`config.mk`:
```
export PLATFORM = sky130hd
export DESIGN_NAME = cp15_system_register_transfer_top_flat
export DESIGN_NICKNAME = d
export VERILOG_FILES = /design/src/rtl/core/cp15srt_pkg.sv /design/src/rtl/core/cp15srt_req_if.sv /design/src/rtl/core/cp15srt_rsp_if.sv /design/src/rtl/core/cp15_system_register_transfer_top.sv /design/src/flat_wrapper.sv
export VERILOG_INCLUDE_DIRS = /design/src /design/src/rtl/core
export SDC_FILE = /design/constraint.sdc
export NUM_CORES = 1
export LEC_CHECK = 0
export BUFFER_PORTS_ARGS = -buffer_cell sky130_fd_sc_hd__buf_2
export CAP_MARGIN = 30
export CORE_AREA = 2 2 230 232
export CTS_BUF_LIST = sky130_fd_sc_hd__clkbuf_4 sky130_fd_sc_hd__clkbuf_8
export DETAILED_ROUTE_END_ITERATION = 6
export DIE_AREA = 0 0 232 234
export PLACE_DENSITY = 0.82
export SETUP_SLACK_MARGIN = 0.2
export SYNTH_ARGS = -nofsm -noshare
export SYNTH_HDL_FRONTEND = slang
export SYNTH_SLANG_ARGS = --single-unit
```
`constraint.sdc`:
```
create_clock -name clk_i -period 5.1 [get_ports clk_i]
set_input_delay 0.51 -clock clk_i [delete_from_list [all_inputs] [get_ports clk_i]]
set_output_delay 0.51 -clock clk_i [all_outputs]
set_load 0.01 [all_outputs]
```
`src/rtl/core/cp15_system_register_transfer_top_assert.svh`:
```
// ----------------------------------------------------------------------------
// cp15 register transfer assertion macros
// Concurrent assertion helpers, removed when NO_ASSERTIONS is defined
// ----------------------------------------------------------------------------
`ifndef CP15_SYSTEM_REGISTER_TRANSFER_TOP_ASSERT_SVH
`define CP15_SYSTEM_REGISTER_TRANSFER_TOP_ASSERT_SVH

`ifndef NO_ASSERTIONS

// property must hold at every clock edge outside reset
`define CP15SRT_ASSERT(name, clk, rst_n, prop) \
  name: assert property (@(posedge clk) disable iff (!rst_n) (prop)) \
    else $error("cp15srt assertion failed");

// condition must never be seen outside reset
`define CP15SRT_ASSERT_NEVER(name, clk, rst_n, cond) \
  name: assert property (@(posedge clk) disable iff (!rst_n) not (cond)) \
    else $error("cp15srt forbidden condition seen");

`else

`define CP15SRT_ASSERT(name, clk, rst_n, prop)
`define CP15SRT_ASSERT_NEVER(name, clk, rst_n, cond)

`endif

`endif

```
`src/rtl/core/cp15srt_pkg.sv`:
```
// ----------------------------------------------------------------------------
// cp15srt_pkg
// Shared types and constants of the cp15 register transfer block
// ----------------------------------------------------------------------------
`default_nettype none

package cp15srt_pkg;

  localparam int unsigned DATA_W  = 32;
  localparam int unsigned CFG_IDX_W = 3;

  // configuration register indexes
  typedef enum logic [CFG_IDX_W-1:0] {
    CFG_ARCH_LEVEL     = 3'd0,
    CFG_MAIN_ID        = 3'd1,
    CFG_CACHE_TYPE     = 3'd2,
    CFG_CACHE_LEVEL_ID = 3'd3,
    CFG_CACHE_SIZE_ID  = 3'd4
  } cfg_idx_e;

  // architecture level codes
  localparam logic [1:0] ARCH_V6 = 2'd1;
  localparam logic [1:0] ARCH_V7 = 2'd2;

  // primary register numbers
  localparam logic [3:0] CRN_ID    = 4'd0;
  localparam logic [3:0] CRN_CTRL  = 4'd1;
  localparam logic [3:0] CRN_TTB   = 4'd2;
  localparam logic [3:0] CRN_DAC   = 4'd3;
  localparam logic [3:0] CRN_FSR   = 4'd5;
  localparam logic [3:0] CRN_FAR   = 4'd6;
  localparam logic [3:0] CRN_CACHE = 4'd7;
  localparam logic [3:0] CRN_TLB   = 4'd8;
  localparam logic [3:0] CRN_REMAP = 4'd10;
  localparam logic [3:0] CRN_PID   = 4'd13;

  // masks for write values: pid write mask, ttbr0 alignment check
  localparam logic [DATA_W-1:0] PID_MASK       = 32'hFE00_0000;
  localparam logic [DATA_W-1:0] TTB_ALIGN_MASK = 32'h0000_3FFF;

  // one coprocessor access
  typedef struct packed {
    logic              is_read;
    logic [3:0]        crn;
    logic [2:0]        opc1;
    logic [3:0]        crm;
    logic [2:0]        opc2;
    logic [DATA_W-1:0] write_value;
    logic              table_in_ram;
  } req_t;

  // result of one access
  typedef struct packed {
    logic [DATA_W-1:0] read_data;
    logic              undefined_fault;
    logic              context_flush;
    logic              tlb_flush_all;
    logic              control_written;
    logic              cache_op_request;
    logic              tlb_op_request;
  } rsp_t;

endpackage

`default_nettype wire

```
`src/rtl/core/cp15srt_req_if.sv`:
```
// ----------------------------------------------------------------------------
// cp15srt_req_if
// Valid/ready channel carrying one coprocessor access
// ----------------------------------------------------------------------------
`default_nettype none

interface cp15srt_req_if;
  import cp15srt_pkg::*;

  logic valid;
  logic ready;
  req_t payload;

  modport source (output valid, output payload, input ready);
  modport sink   (input valid, input payload, output ready);

endinterface

`default_nettype wire

```
`src/rtl/core/cp15srt_rsp_if.sv`:
```
// ----------------------------------------------------------------------------
// cp15srt_rsp_if
// Valid/ready channel carrying one access result
// ----------------------------------------------------------------------------
`default_nettype none

interface cp15srt_rsp_if;
  import cp15srt_pkg::*;

  logic valid;
  logic ready;
  rsp_t payload;

  modport source (output valid, output payload, input ready);
  modport sink   (input valid, input payload, output ready);

endinterface

`default_nettype wire

```
`src/rtl/core/cp15_system_register_transfer_top.sv`:
```
// ----------------------------------------------------------------------------
// cp15_system_register_transfer_top
// MRC / MCR register transfer unit for the system control coprocessor
// ----------------------------------------------------------------------------
// usage
//   req_i carries one access per transaction (direction, crn, opc1, crm, opc2,
//   write value, table-in-ram flag); rsp_o returns exactly one result per
//   access: read data, undefined fault and the flush / request flags.
//   cfg_we_i / cfg_idx_i / cfg_wdata_i write the identification registers
//   and the architecture level; write them only while no access is in flight.
// pipeline and throughput
//   an accepted access waits in the input register, is decoded there and
//   applied to the register file as its result is loaded into the result
//   register, from which the result is shown. one access per cycle is
//   sustained while rsp_o is not held off; the single decode stage
//   between the input register and the result register sets this figure.
// reset
//   rst_ni clears both pipeline slots, the configuration and all stored
//   system registers to zero; the block is ready right after reset.
// stall
//   while rsp_o is held off, the result register keeps its transaction and
//   one more access may enter the input register; then req_i.ready drops.
// ----------------------------------------------------------------------------
`default_nettype none

`include "cp15_system_register_transfer_top_assert.svh"

module cp15_system_register_transfer_top (
  input  wire logic                               clk_i,
  input  wire logic                               rst_ni,
  input  wire logic                               cfg_we_i,
  input  wire logic [cp15srt_pkg::CFG_IDX_W-1:0]  cfg_idx_i,
  input  wire logic [cp15srt_pkg::DATA_W-1:0]     cfg_wdata_i,
  cp15srt_req_if.sink                             req_i,
  cp15srt_rsp_if.source                           rsp_o
);
  import cp15srt_pkg::*;

  // register file selector
  typedef enum logic [4:0] {
    RS_NONE,
    RS_CSSELR,
    RS_SCTLR,
    RS_ACTLR,
    RS_CPACR,
    RS_TTBR0,
    RS_TTBR1,
    RS_TTBCR,
    RS_DACR,
    RS_FSR,
    RS_FAR,
    RS_PRRR,
    RS_NMRR,
    RS_CTXID,
    RS_TID0,
    RS_TID1,
    RS_TID2,
    RS_PID
  } reg_sel_e;

  // configuration
  logic [1:0]        arch_level_q;
  logic [DATA_W-1:0] main_id_q, cache_type_q, cache_level_id_q, cache_size_id_q;

  // stored system registers
  logic [DATA_W-1:0] csselr_q, sctlr_q, actlr_q, cpacr_q;
  logic [DATA_W-1:0] ttbr0_q, ttbr1_q, ttbcr_q, dacr_q;
  logic [DATA_W-1:0] fsr_q, far_q, prrr_q, nmrr_q;
  logic [DATA_W-1:0] ctxid_q, tid0_q, tid1_q, tid2_q, pid_q;

  // pipeline
  logic s1_valid_q;
  req_t s1_q;
  logic rsp_valid_q;
  rsp_t rsp_q;
  logic s1_adv;
  logic req_hs;

  // decode results
  reg_sel_e          rs;
  logic              und;
  logic              cop;
  logic              top_req;
  logic [DATA_W-1:0] id_data;
  logic [DATA_W-1:0] rd_val;
  logic [DATA_W-1:0] wr_val;
  logic              v6, v7;
  rsp_t              rsp_d;

  // handshake
  assign s1_adv      = s1_valid_q && (!rsp_valid_q || rsp_o.ready);
  assign req_i.ready = !s1_valid_q || s1_adv;
  assign req_hs      = req_i.valid && req_i.ready;

  assign rsp_o.valid   = rsp_valid_q;
  assign rsp_o.payload = rsp_q;

  assign v6 = (arch_level_q >= ARCH_V6);
  assign v7 = (arch_level_q >= ARCH_V7);

  // access decode
  always_comb begin
    rs      = RS_NONE;
    und     = 1'b0;
    cop     = 1'b0;
    top_req = 1'b0;
    id_data = '0;
    case (s1_q.crn)
      CRN_ID: begin
        if (v7 && s1_q.opc1 == 3'd1 && s1_q.crm == 4'd0 && s1_q.is_read) begin
          if (s1_q.opc2 == 3'd0) begin
            id_data = cache_size_id_q;
          end else if (s1_q.opc2 == 3'd1) begin
            id_data = cache_level_id_q;
          end else begin
            und = 1'b1;
          end
        end else if (v7 && s1_q.opc1 == 3'd2 && s1_q.crm == 4'd0 && s1_q.opc2 == 3'd0) begin
          rs = RS_CSSELR;
        end else if (s1_q.opc1 == 3'd0 && s1_q.crm == 4'd0) begin
          // id writes are dropped without a fault
          if (s1_q.opc2 > 3'd1) begin
            und = 1'b1;
          end else begin
            id_data = (s1_q.opc2 == 3'd0) ? main_id_q : cache_type_q;
          end
        end else begin
          und = 1'b1;
        end
      end
      CRN_CTRL: begin
        if (s1_q.opc2 == 3'd0) begin
          rs = RS_SCTLR;
        end else if (s1_q.opc2 == 3'd1) begin
          rs = RS_ACTLR;
        end else if (s1_q.opc2 == 3'd2 && v6 && s1_q.opc1 == 3'd0 && s1_q.crm == 4'd0) begin
          rs = RS_CPACR;
        end else begin
          und = 1'b1;
        end
      end
      CRN_TTB: begin
        if (v6 && (s1_q.opc2 == 3'd1 || s1_q.opc2 == 3'd2)) begin
          rs = (s1_q.opc2 == 3'd1) ? RS_TTBR1 : RS_TTBCR;
        end else if (s1_q.is_read) begin
          rs = RS_TTBR0;
        end else if (!v7 && (((s1_q.write_value & TTB_ALIGN_MASK) != '0) ||
                             !s1_q.table_in_ram)) begin
          und = 1'b1;
        end else begin
          rs = RS_TTBR0;
        end
      end
      CRN_DAC: begin
        // domain 0 must stay accessible
        if (!s1_q.is_read && !s1_q.write_value[0]) begin
          und = 1'b1;
        end else begin
          rs = RS_DACR;
        end
      end
      CRN_FSR:   rs = RS_FSR;
      CRN_FAR:   rs = RS_FAR;
      CRN_CACHE: cop = 1'b1;
      CRN_TLB:   top_req = 1'b1;
      CRN_REMAP: begin
        if (v6 && s1_q.opc1 == 3'd0 && s1_q.crm == 4'd2 && s1_q.opc2 <= 3'd1) begin
          rs = s1_q.opc2[0] ? RS_NMRR : RS_PRRR;
        end else begin
          und = 1'b1;
        end
      end
      CRN_PID: begin
        if (v6 && s1_q.opc2 >= 3'd1 && s1_q.opc2 <= 3'd4) begin
          case (s1_q.opc2)
            3'd1:    rs = RS_CTXID;
            3'd2:    rs = RS_TID0;
            3'd3:    rs = RS_TID1;
            default: rs = RS_TID2;
          endcase
        end else begin
          rs = RS_PID;
        end
      end
      default: und = 1'b1;
    endcase
  end

  // register file read
  always_comb begin
    case (rs)
      RS_CSSELR: rd_val = csselr_q;
      RS_SCTLR:  rd_val = sctlr_q;
      RS_ACTLR:  rd_val = actlr_q;
      RS_CPACR:  rd_val = cpacr_q;
      RS_TTBR0:  rd_val = ttbr0_q;
      RS_TTBR1:  rd_val = ttbr1_q;
      RS_TTBCR:  rd_val = ttbcr_q;
      RS_DACR:   rd_val = dacr_q;
      RS_FSR:    rd_val = fsr_q;
      RS_FAR:    rd_val = far_q;
      RS_PRRR:   rd_val = prrr_q;
      RS_NMRR:   rd_val = nmrr_q;
      RS_CTXID:  rd_val = ctxid_q;
      RS_TID0:   rd_val = tid0_q;
      RS_TID1:   rd_val = tid1_q;
      RS_TID2:   rd_val = tid2_q;
      RS_PID:    rd_val = pid_q;
      default:   rd_val = '0;
    endcase
  end

  // fcse pid keeps only its top bits
  assign wr_val = (rs == RS_PID) ? (s1_q.write_value & PID_MASK) : s1_q.write_value;

  // result assembly
  always_comb begin
    rsp_d                  = '0;
    rsp_d.undefined_fault  = und;
    rsp_d.cache_op_request = cop;
    rsp_d.tlb_op_request   = top_req;
    if (s1_q.is_read && !und) begin
      rsp_d.read_data = (rs != RS_NONE) ? rd_val : id_data;
    end
    if (!s1_q.is_read) begin
      rsp_d.context_flush   = (rs == RS_TTBR0 || rs == RS_CTXID || rs == RS_PID) &&
                              (rd_val != wr_val);
      rsp_d.tlb_flush_all   = (rs == RS_DACR);
      rsp_d.control_written = (rs == RS_SCTLR);
    end
  end

  // pipeline control
  always_ff @(posedge clk_i or negedge rst_ni) begin
    if (!rst_ni) begin
      s1_valid_q  <= 1'b0;
      rsp_valid_q <= 1'b0;
    end else begin
      if (req_hs) begin
        s1_valid_q <= 1'b1;
      end else if (s1_adv) begin
        s1_valid_q <= 1'b0;
      end
      if (s1_adv) begin
        rsp_valid_q <= 1'b1;
      end else if (rsp_o.ready) begin
        rsp_valid_q <= 1'b0;
      end
    end
  end

  // pipeline payload
  always_ff @(posedge clk_i) begin
    if (req_hs) begin
      s1_q <= req_i.payload;
    end
    if (s1_adv) begin
      rsp_q <= rsp_d;
    end
  end

  // configuration registers
  always_ff @(posedge clk_i or negedge rst_ni) begin
    if (!rst_ni) begin
      arch_level_q     <= '0;
      main_id_q        <= '0;
      cache_type_q     <= '0;
      cache_level_id_q <= '0;
      cache_size_id_q  <= '0;
    end else if (cfg_we_i) begin
      case (cfg_idx_i)
        CFG_ARCH_LEVEL:     arch_level_q     <= cfg_wdata_i[1:0];
        CFG_MAIN_ID:        main_id_q        <= cfg_wdata_i;
        CFG_CACHE_TYPE:     cache_type_q     <= cfg_wdata_i;
        CFG_CACHE_LEVEL_ID: cache_level_id_q <= cfg_wdata_i;
        CFG_CACHE_SIZE_ID:  cache_size_id_q  <= cfg_wdata_i;
        default: ;
      endcase
    end
  end

  // system register file update
  always_ff @(posedge clk_i or negedge rst_ni) begin
    if (!rst_ni) begin
      csselr_q <= '0;
      sctlr_q  <= '0;
      actlr_q  <= '0;
      cpacr_q  <= '0;
      ttbr0_q  <= '0;
      ttbr1_q  <= '0;
      ttbcr_q  <= '0;
      dacr_q   <= '0;
      fsr_q    <= '0;
      far_q    <= '0;
      prrr_q   <= '0;
      nmrr_q   <= '0;
      ctxid_q  <= '0;
      tid0_q   <= '0;
      tid1_q   <= '0;
      tid2_q   <= '0;
      pid_q    <= '0;
    end else if (s1_adv && !s1_q.is_read) begin
      case (rs)
        RS_CSSELR: csselr_q <= wr_val;
        RS_SCTLR:  sctlr_q  <= wr_val;
        RS_ACTLR:  actlr_q  <= wr_val;
        RS_CPACR:  cpacr_q  <= wr_val;
        RS_TTBR0:  ttbr0_q  <= wr_val;
        RS_TTBR1:  ttbr1_q  <= wr_val;
        RS_TTBCR:  ttbcr_q  <= wr_val;
        RS_DACR:   dacr_q   <= wr_val;
        RS_FSR:    fsr_q    <= wr_val;
        RS_FAR:    far_q    <= wr_val;
        RS_PRRR:   prrr_q   <= wr_val;
        RS_NMRR:   nmrr_q   <= wr_val;
        RS_CTXID:  ctxid_q  <= wr_val;
        RS_TID0:   tid0_q   <= wr_val;
        RS_TID1:   tid1_q   <= wr_val;
        RS_TID2:   tid2_q   <= wr_val;
        RS_PID:    pid_q    <= wr_val;
        default: ;
      endcase
    end
  end

  // assertions
  `CP15SRT_ASSERT(a_und_quiet, clk_i, rst_ni, rsp_valid_q && rsp_q.undefined_fault |-> !rsp_q.context_flush && !rsp_q.tlb_flush_all && !rsp_q.control_written && !rsp_q.cache_op_request && !rsp_q.tlb_op_request && rsp_q.read_data == '0)
  `CP15SRT_ASSERT(a_write_no_data, clk_i, rst_ni, s1_adv && !s1_q.is_read |=> rsp_q.read_data == '0)
  `CP15SRT_ASSERT(a_adv_shows_result, clk_i, rst_ni, s1_adv |=> rsp_valid_q)
  `CP15SRT_ASSERT(a_dacr_domain0, clk_i, rst_ni, dacr_q[0] || dacr_q == '0)
  `CP15SRT_ASSERT_NEVER(a_pid_low_bits, clk_i, rst_ni, (pid_q & ~PID_MASK) != '0)

endmodule

`default_nettype wire

```
`src/flat_wrapper.sv`:
```
// flat-port wrapper written by rule: the top's interface ports become plain ports
module cp15_system_register_transfer_top_flat import cp15srt_pkg::*;
  (clk_i, rst_ni, cfg_we_i, cfg_idx_i, cfg_wdata_i, req_i_valid, req_i_payload, req_i_ready, rsp_o_valid, rsp_o_payload, rsp_o_ready);
  cp15srt_req_if req_i_i ();
  cp15srt_rsp_if rsp_o_i ();
  input  wire logic clk_i;
  input  wire logic rst_ni;
  input  wire logic cfg_we_i;
  input  wire logic [cp15srt_pkg::CFG_IDX_W-1:0] cfg_idx_i;
  input  wire logic [cp15srt_pkg::DATA_W-1:0] cfg_wdata_i;
  input wire logic [$bits(req_i_i.valid)-1:0] req_i_valid;
  input wire logic [$bits(req_i_i.payload)-1:0] req_i_payload;
  output wire logic [$bits(req_i_i.ready)-1:0] req_i_ready;
  output wire logic [$bits(rsp_o_i.valid)-1:0] rsp_o_valid;
  output wire logic [$bits(rsp_o_i.payload)-1:0] rsp_o_payload;
  input wire logic [$bits(rsp_o_i.ready)-1:0] rsp_o_ready;
  assign req_i_i.valid = req_i_valid;
  assign req_i_i.payload = req_i_payload;
  assign req_i_ready = req_i_i.ready;
  assign rsp_o_valid = rsp_o_i.valid;
  assign rsp_o_payload = rsp_o_i.payload;
  assign rsp_o_i.ready = rsp_o_ready;
  cp15_system_register_transfer_top u_core (.clk_i(clk_i), .rst_ni(rst_ni), .cfg_we_i(cfg_we_i), .cfg_idx_i(cfg_idx_i), .cfg_wdata_i(cfg_wdata_i), .req_i(req_i_i), .rsp_o(rsp_o_i));
endmodule
```
==> impl.org, run 1 <==
** Drt
- In the routed design, unresolved DRC markers number 0.
- In the final routed layout, each cell accounts on average for between 20 and 30 um.
- Wires add up to ~110000 um.
- The detail route stage leaves a number of antenna-violating nets equal to 0.
- Length of the first detailed-routing pass in iterations :: 6
- Via-per-instance ratio :: around 6.6
- Number of DRC violations after detailed-routing iteration 0 :: 3252
- Vias after detailed routing :: 26440

** Critical path
- Slowest cell on the critical path :: sky130_fd_sc_hd__nor2_2
- The largest single stage delay on the critical path is between 800 and 900 ps.
- The setup path with the least slack is of type flop to flop.
- Element type at the critical path end :: flop
- Terminus of the critical flop-to-flop path :: u_core.rsp_o.payload[4]
- For the worst setup path, the data arrival time is between 5000 and 6000 ps.
- CP required :: 5570 ps
- The signal on the critical path passes through xor2_1, a311oi_1, a21boi_4, nor2_2, o21ai_0, nand2_1, a21oi_1, a2111oi_1, buf_4, xor2_1, nor4_1, a31oi_1.
- Reg-to-reg critical path startpoint :: u_core.s1_q[34]
- Worst reg2reg path depth :: 12
- CP max FO :: 12
- Internal reg-to-reg setup slack :: around 270 ps
- The cell that appears most often on the critical path is sky130_fd_sc_hd__xor2_1.
- The worst setup path is launched from a flop.

** STA
- For the pin with the worst max-slew slack, the measured transition is between 1000 and 1500 ps.
- Tmin final :: 4830 ps
- The max-slew violation count was 0.
- Setup violations remaining at the end of the flow were counted as 0.
- Between clock sinks in the finished design, the worst skew comes to 45.7 ps.
- In the finished design, the share of the clock period the worst path needs comes to 0.946.
- Unrepaired setup endpoints after global routing :: no
- Headroom to the max-slew limit :: 0.278
- Across all hold checks on the routed design, the worst slack comes to ~40 ps.
- After routing, the total negative slack on setup checks comes to 0 ps.
- F_max :: between 0.2 and 0.25 GHz
- Number of hold violations in the final report :: 0

** Synth
- Each instance of the synthesized netlist takes up on average between 10 and 15 sq um.
- Fraction of registers with async set or reset after synthesis :: 0.887
- In the synthesized netlist, the number of instances is a little over 3000.
- Post-synth top flop :: sky130_fd_sc_hd__dfrtp_1
- Counting flops with a built-in enable in the synthesized netlist gives 86.
- The Yosys step of the flow raised 0 warnings.
- After synthesis the netlist holds a flip-flop and latch count of ~760.
- Post-Syn Area :: ~0.033 sq mm
- The netlist uses 78 different library cells.
- Synthesized net count :: 3151
- The share of the Yosys chip area taken by registers is 0.591.

** Place
- HPWL reported at the end of detailed placement :: between 60000 and 70000 um
- At the end of routability-driven placement, the weighted congestion stood at roughly 0.95.
- Input and output buffers added on the ports amount to between 100 and 150.
- After detailed placement, the total cell area comes to between 0.03 and 0.04 sq mm.

** Floorplanning
- The core region is about 0.052 sq mm.
- Die X :: roughly 230 um
- Number of cell rows :: 84
- I/O pin cnt :: 128
- Starting density of the core :: 0.634
- Height of the chip :: around 230 um
- The die covers between 0.05 and 0.06 sq mm.

** Worst hold path
- For hold timing, the worst endpoint is u_core.cache_type_q[4].
- Origin of the worst min-delay path :: cfg_wdata_i[4]
- The min-delay analysis places its worst path in the category input port to flop.
- The worst hold path passes through 2 cells.

** Cells and area
- Cell area after layout :: ~0.038 sq mm
- The filler cells instantiated in the layout total approximately 3500.
- Footprint of the flip-flops and latches :: roughly 0.02 sq mm
- The register with the most flip-flops in the layout has 48 of them.
- Total area of multi-input combinational cells :: between 0.01 and 0.015 sq mm
- The top cell types in the final layout, fill and taps aside, are sky130_fd_sc_hd__dfrtp_1 (676), sky130_fd_sc_hd__nand2_1 (621), sky130_fd_sc_hd__o21ai_0 (425).
- The register with the most flip-flops in the final layout is u_core.s1_q.
- Synth-to-layout area growth :: 14.5%
- Share of layout cells above drive strength 1 :: 0.229
- The library cell used most frequently in the layout, excluding fill and tap cells, is sky130_fd_sc_hd__dfrtp_1.
- For this run, the post-layout net count is between 3000 and 4000.

** Clock tree
- Worst-Skew Late Latency :: 770 ps
- The root buffer cell chosen for the clock tree is sky130_fd_sc_hd__clkbuf_8.
- The clock net in this run drives a total of 762 sinks.
- Clock-pin slew was measured on the worst setup and hold paths at roughly 60 ps.
- Counting along the longest clock path gives a buffer depth of 3.
- The H-tree generated during clock tree synthesis spans 3 levels.
- After clock tree synthesis, the setup repair step added 0 buffers.
- The number of clock buffers added by TritonCTS is 120.
- TritonCTS built the clock tree.

** Power and ir drop
- Worst supply voltage drop on vdd :: slightly below 300 uV
- Leak Pwr :: approximately 0.017 uW
- Power per Cell Area :: 369 mW/mm^2

** Flow run
- Across the run, the number of max-cap violations was 0.

** Status
- Status :: finished clean

** GRT
- The first global-routing pass estimated approximately 160000 um of wire.
- The number of global-route vias before repair came to about 26000.
- Maximum number of pins on one net before global-route repair :: 140
- The number of antenna violations at the first check in global routing came to 3.
- Congestion Overflow GR :: 0
- Total GRT Usage :: 0.394
==> repair_timing <==
action / CTS / global route
resized for setup: 0 / 2
hold endpoints to repair: 164 / 0
setup endpoints to repair: 0 / 1
hold buffers: 50 / 0
==> per-layer routing <==
layer,share of wire,track usage
met4,0.061,0.214
met5,0,0
met1,0.38,0.512
met2,0.46,0.616
met3,0.10,0.0959
==> critical path: cells and delay by family, from the launching register on <==
kind / cells / cell delay (ps)
AND/OR/NAND/NOR: 3 / 1310
flip-flops: 1 / 600
XOR/XNOR: 2 / 340
AO/OA/AOI/OAI: 6 / 2050
buffers and inverters: 1 / 250
==> report_power, final <==
part | internal (uW) | switching (uW)
Sequential | 6710 | 363
Clock | 3100 | 2440
Combinational | 528 | 775
==> cells in the mapped netlist, types with 4 or more instances <==
| library cell | number | area (sq um) |
|---|---|---|
| sky130_fd_sc_hd__xor2_1 | 11 | 96.3 |
| sky130_fd_sc_hd__nor2b_1 | 9 | 56.3 |
| sky130_fd_sc_hd__a21oi_1 | 106 | 531 |
| sky130_fd_sc_hd__clkbuf_1 | 217 | 815 |
| sky130_fd_sc_hd__nand2b_1 | 8 | 50.1 |
| sky130_fd_sc_hd__inv_1 | 6 | 22.5 |
| sky130_fd_sc_hd__mux2_2 | 254 | 2860 |
| sky130_fd_sc_hd__a22o_1 | 19 | 166 |
| sky130_fd_sc_hd__nand3b_1 | 8 | 60.1 |
| sky130_fd_sc_hd__a22oi_1 | 79 | 593 |
| sky130_fd_sc_hd__o2bb2ai_1 | 9 | 78.8 |
| sky130_fd_sc_hd__a31oi_1 | 11 | 68.8 |
| sky130_fd_sc_hd__nor3_1 | 18 | 90.1 |
| sky130_fd_sc_hd__a221oi_1 | 42 | 368 |
| sky130_fd_sc_hd__nand3_1 | 53 | 265 |
| sky130_fd_sc_hd__a222oi_1 | 17 | 170 |
| sky130_fd_sc_hd__and3_1 | 35 | 219 |
| sky130_fd_sc_hd__nand2_1 | 636 | 2390 |
| sky130_fd_sc_hd__o2111ai_1 | 7 | 61.3 |
| sky130_fd_sc_hd__o211a_1 | 4 | 40.0 |
| sky130_fd_sc_hd__a221o_1 | 15 | 150 |
| sky130_fd_sc_hd__buf_1 | 20 | 75.1 |
| sky130_fd_sc_hd__buf_2 | 18 | 90.1 |
| sky130_fd_sc_hd__nor4b_1 | 5 | 43.8 |
| sky130_fd_sc_hd__mux2i_1 | 22 | 220 |
| sky130_fd_sc_hd__nor4_1 | 12 | 75.1 |
| sky130_fd_sc_hd__edfxtp_1 | 86 | 2580 |
| sky130_fd_sc_hd__nand4_1 | 16 | 100 |
| sky130_fd_sc_hd__o22ai_1 | 34 | 213 |
| sky130_fd_sc_hd__nor2_1 | 37 | 139 |
| sky130_fd_sc_hd__a211oi_1 | 12 | 90.1 |
| sky130_fd_sc_hd__and3b_1 | 4 | 35.0 |
| sky130_fd_sc_hd__xnor2_1 | 15 | 131 |
| sky130_fd_sc_hd__dfrtp_1 | 676 | 16900 |
| sky130_fd_sc_hd__and4_1 | 8 | 70.1 |
| sky130_fd_sc_hd__o211ai_1 | 9 | 67.6 |
| sky130_fd_sc_hd__and2_1 | 34 | 213 |
| sky130_fd_sc_hd__o21ai_0 | 426 | 2130 |
==> kinds of logic (layout without fill, tap and decap cells) <==
| kind of cell | Yosys count | after routing | share of synthesized area |
|---|---|---|---|
| flip-flops | 762 | 762 | 0.591 |
| other | 0 | 2 | 0 |
| AO/OA/AOI/OAI | 829 | 829 | 0.155 |
| AND/OR/NAND/NOR | 906 | 906 | 0.122 |
| XOR/XNOR | 26 | 26 | 0.00691 |
| buffers and inverters | 264 | 517 | 0.0312 |
| multiplexers | 276 | 276 | 0.0934 |
==> cell type report <==
| class | instances | area share |
|---|---|---|
| clock buffers | 197 | 0.0644 |
| repair buffers | 288 | 0.0571 |
| multi-input cells | 2037 | 0.333 |
| well taps | 688 | 0.0228 |
| flip-flops and latches | 762 | 0.517 |
| diodes | 2 | 0.000133 |
| inverters | 6 | 0.000597 |
| clock inverters | 26 | 0.00517 |
==> how the worst max path moves through the flow <==
stage	start	end	depth (start not counted)
after floorplan	u_core.s1_q[34]	u_core.rsp_o.payload[4]	13
after global routing	u_core.s1_q[33]	u_core.rsp_o.payload[4]	12
after global placement	u_core.s1_q[33]	u_core.rsp_o.payload[4]	13
after detailed placement	u_core.s1_q[33]	u_core.rsp_o.payload[4]	13
final	u_core.s1_q[34]	u_core.rsp_o.payload[4]	12
after CTS	u_core.s1_q[33]	u_core.rsp_o.payload[4]	13
==> through the flow <==
stage / cells / power (uW) / worst slack (ps) / util
after detailed placement: 3731 / 8400 / 509 / 0.665
final: 4006 / 13900 / 275 / 0.726
after global routing: 4005 / 14400 / 205 / 0.725
after global placement: 3721 / 8290 / 543 / 0.662
after floorplan: 3063 / 7800 / 1610 / -
after CTS: 4004 / 13900 / 468 / 0.725
No activity file was read; power rests on OpenSTA's default activity.
==> inputs of run 2 (changes only) <==
--- a/config.mk
+++ b/config.mk
@@ -8,10 +8,10 @@
 export LEC_CHECK = 0
 export BUFFER_PORTS_ARGS = -buffer_cell sky130_fd_sc_hd__buf_2
 export CAP_MARGIN = 30
-export CORE_AREA = 2 2 230 232
+export CORE_AREA = 2 2 229 231
 export CTS_BUF_LIST = sky130_fd_sc_hd__clkbuf_4 sky130_fd_sc_hd__clkbuf_8
 export DETAILED_ROUTE_END_ITERATION = 6
-export DIE_AREA = 0 0 232 234
+export DIE_AREA = 0 0 231 233
 export PLACE_DENSITY = 0.82
 export SETUP_SLACK_MARGIN = 0.2
 export SYNTH_ARGS = -nofsm -noshare
==> constraint.sdc (replaced) <==
create_clock -name clk_i -period 5.85 [get_ports clk_i]
set_input_delay 0.585 -clock clk_i [delete_from_list [all_inputs] [get_ports clk_i]]
set_output_delay 0.585 -clock clk_i [all_outputs]
set_load 0.01 [all_outputs]
==> run 2 against run 1 <==
Effect of this change: combinational power shrank 16%; non-clock buffer count shrank 76; sequential share of layout area grew 1.1 points; die area shrank 0.86%; clock power shrank 14%; critical path depth shrank 1; routed wire length shrank 1.3%; global-route usage is essentially flat; the flow now finishes with violations (design-rule violations); worst hold slack lost 14 ps; cell count shrank 2.3%.
==> impl.org, run 2 (synthesized netlist as in run 1, its figures left out) <==
** STA
- The clock period minus final worst setup slack is 5180 ps (was 4830 ps).
- The worst hold slack is 27.0 ps (was 40.7 ps).
- The max-slew headroom at the worst pin came to 0.311 (was 0.278).
- Final worst path period share :: 0.886 (was 0.946)
- The worst-case clock skew was 33.9 ps (was 45.7 ps).
- The actual transition at the worst max-transition pin is 1030 ps (was 1080 ps).
- The max-slew violation count was 0 (unchanged).
- The fmax came to 0.193 GHz (was 0.207 GHz).
- Number of hold violations in the final report :: 0 (unchanged)
- The total setup violations reported at the end of the flow was 0 (unchanged).
- The summed negative setup slack over all endpoints was 0 ps (unchanged).
- Unrepaired setup endpoints after global routing :: no (unchanged)

** Cells and area
- The number of nets in the layout is 3226 (was 3303).
- Max reg flops :: 48 (unchanged)
- Synth-to-layout area growth :: 12.1% (was 14.5%)
- Most frequent cells in the layout: sky130_fd_sc_hd__dfrtp_1 (676), sky130_fd_sc_hd__nand2_1 (621), sky130_fd_sc_hd__o21ai_0 (425) (unchanged).
- Leading cell type in the layout, fill and taps excluded :: sky130_fd_sc_hd__dfrtp_1 (unchanged)
- Largest Register :: u_core.s1_q (unchanged)
- The fraction of layout cells with a size suffix above 1 is 0.225 (was 0.229).
- Post-layout utilization of the core :: 0.723 (was 0.726)

** Floorplanning
- The area of the die came to 0.0538 sq mm (was 0.0543 sq mm).
- Core region area :: 0.0511 sq mm (was 0.0520 sq mm)
- I/O pin cnt :: 128 (unchanged)
- Number of cell rows :: 83 (was 84)
- The die outline height is 233 um (was 234 um).
- The die extent in x was 231 um (was 232 um).
- The effective utilization at floorplan is 0.645 (was 0.634).

** Critical path
- The category of the worst setup path launch point was a flop (unchanged).
- Category of the critical setup timing path :: flop to flop (unchanged)
- Arrival time of data at the critical path endpoint :: 5650 ps (was 5290 ps)
- CP max FO :: 26 (was 12)
- CP required :: 6320 ps (was 5570 ps)
- Element type at the critical path end :: flop (unchanged)

** Flow run
- Max-cap viol count :: 0 (unchanged)

** Clock tree
- TritonCTS clock tree :: done (unchanged)
- Level count of the clock H-tree :: 3 (unchanged)
- The cell at the root of the clock tree was sky130_fd_sc_hd__clkbuf_8 (unchanged).
- The sink count of the clock tree was 762 (unchanged).
- The number of buffers created by CTS came to 119 (was 120).
- The CTS clock-pin slew for the worst setup and hold paths is 60 ps (about the same).
- Worst-Skew Late Latency :: 750 ps (was 770 ps)
- Buffer levels on the longest clock path :: 3 (unchanged)

** Place
- PortBufs :: 127 (unchanged)
- The HPWL after detailed placement was 67800 um (was 68200 um).
- The final estimated routing congestion in global placement was 0.972 (was 0.952).

** Drt
- The DRC violation total after the first TritonRoute iteration was 2926 (was 3252).
- Number of remaining DRC errors :: 7 (was 0)
- The via count came to 26101 (was 26440).
- Length of the first detailed-routing pass in iterations :: 7 (was 6)
- Aggregate routed wire length :: 104000 um (was 105000 um)
- Residual antenna-violating net count after detailed routing :: 0 (unchanged)
- Wire length per cell after detailed routing :: 26.5 um (was 26.3 um)
- The average via count per standard cell was 6.67 (was 6.60).

** GRT
- The global-route total usage across every layer is 0.394 (about the same).
- Maximum number of pins on one net before global-route repair :: 165 (was 140)
- The number of antenna violations at the first check in global routing was 3 (unchanged).
- First-pass GRT wire length :: 159000 um (about the same)
- Via count of the first global-routing pass :: 26162 (was 26258)
- The leftover overflow at the end of global routing is 0 (unchanged).

** Worst hold path
- The classification of the worst-slack hold path is input port to flop (unchanged).

** Power and ir drop
- The leakage power summed over all cells was 0.0165 uW (was 0.0168 uW).
- The total power divided by cell area was 325 mW/mm^2 (was 369 mW/mm^2).
- Worst supply voltage drop on vdd :: 246 uV (was 294 uV)

** Status
- Status: complete, but fails checks (was finished clean).
- The final reports fail on design-rule violations.
## run 2: path summary, 6_finish.rpt
kind / slack (ps) / start / depth (start not counted) / endpoint
max: 670 / u_core.s1_q[33] / 11 / u_core.rsp_o.payload[4]
min reg2reg: 480 / u_core.ttbcr_q[3] / 2 / u_core.ttbcr_q[3]
max reg2reg: 670 / u_core.s1_q[33] / 11 / u_core.rsp_o.payload[4]
min: 30 / req_i_payload[28] / 1 / u_core.s1_q[28]
max in group asynchronous: 3860 / rst_ni / 3 / u_core.far_q[12]
min in group asynchronous: 510 / rst_ni / 2 / u_core.main_id_q[6]
## run 2: what timing repair did
action,CTS,global route
hold buffers,2,0
setup buffers,0,0
resized for setup,0,0
endpoints found under the hold margin,105,0
## run 2: layout make-up
class                           instances  area, sq um
Antenna cell                            1         2.50
Clock buffer                          189         2320
Clock inverter                         27          223
Fill cell                            3558        14100
Inverter                                6         22.5
Multi-Input combinational cell       2037        12600
Sequential cell                       762        19500
Tap cell                              680          851
Timing Repair Buffer                  212         1460
## run 2: report_power, final
part | internal, uW | total (uW) | switching (uW)
combinational | 430 | 1090 | 658
sequential | 5850 | 6170 | 315
clock | 2640 | 4770 | 2130
total | 8920 | 12000 | 3100
## run 2: per-layer routing
metal / up-vias / GRT usage / wire length (um)
met1: 13046 / 0.531 / 40700
met5: - / 0 / 13
met2: 1629 / 0.607 / 47500
met4: 2 / 0.202 / 5390
met3: 331 / 0.0846 / 10300
li1: 11093 / - / -
## run 2: critical path, stage by stage (launching register included)
cell and delay [ps]:
sky130_fd_sc_hd__edfxtp_1 900, sky130_fd_sc_hd__xor2_1 240, sky130_fd_sc_hd__a311o_1 440, sky130_fd_sc_hd__o21ai_2 410, sky130_fd_sc_hd__nand2_1 140, sky130_fd_sc_hd__nand2_1 790, sky130_fd_sc_hd__nand2_1 770, sky130_fd_sc_hd__xor2_1 360
sky130_fd_sc_hd__nor3b_1 240, sky130_fd_sc_hd__nand4_1 190, sky130_fd_sc_hd__nor4_1 310, sky130_fd_sc_hd__a31oi_1 120
## run 2: per-stage QoR
stage	instance area (sq um)	total power [uW]	std cells	setup slack (ps)
after global routing	36900	12400	3914	388
after detailed placement	34400	7320	3695	861
after floorplan	33000	6800	3063	2360
after CTS	36900	12000	3913	868
final	36900	12000	3914	667
after global placement	34200	7220	3682	586
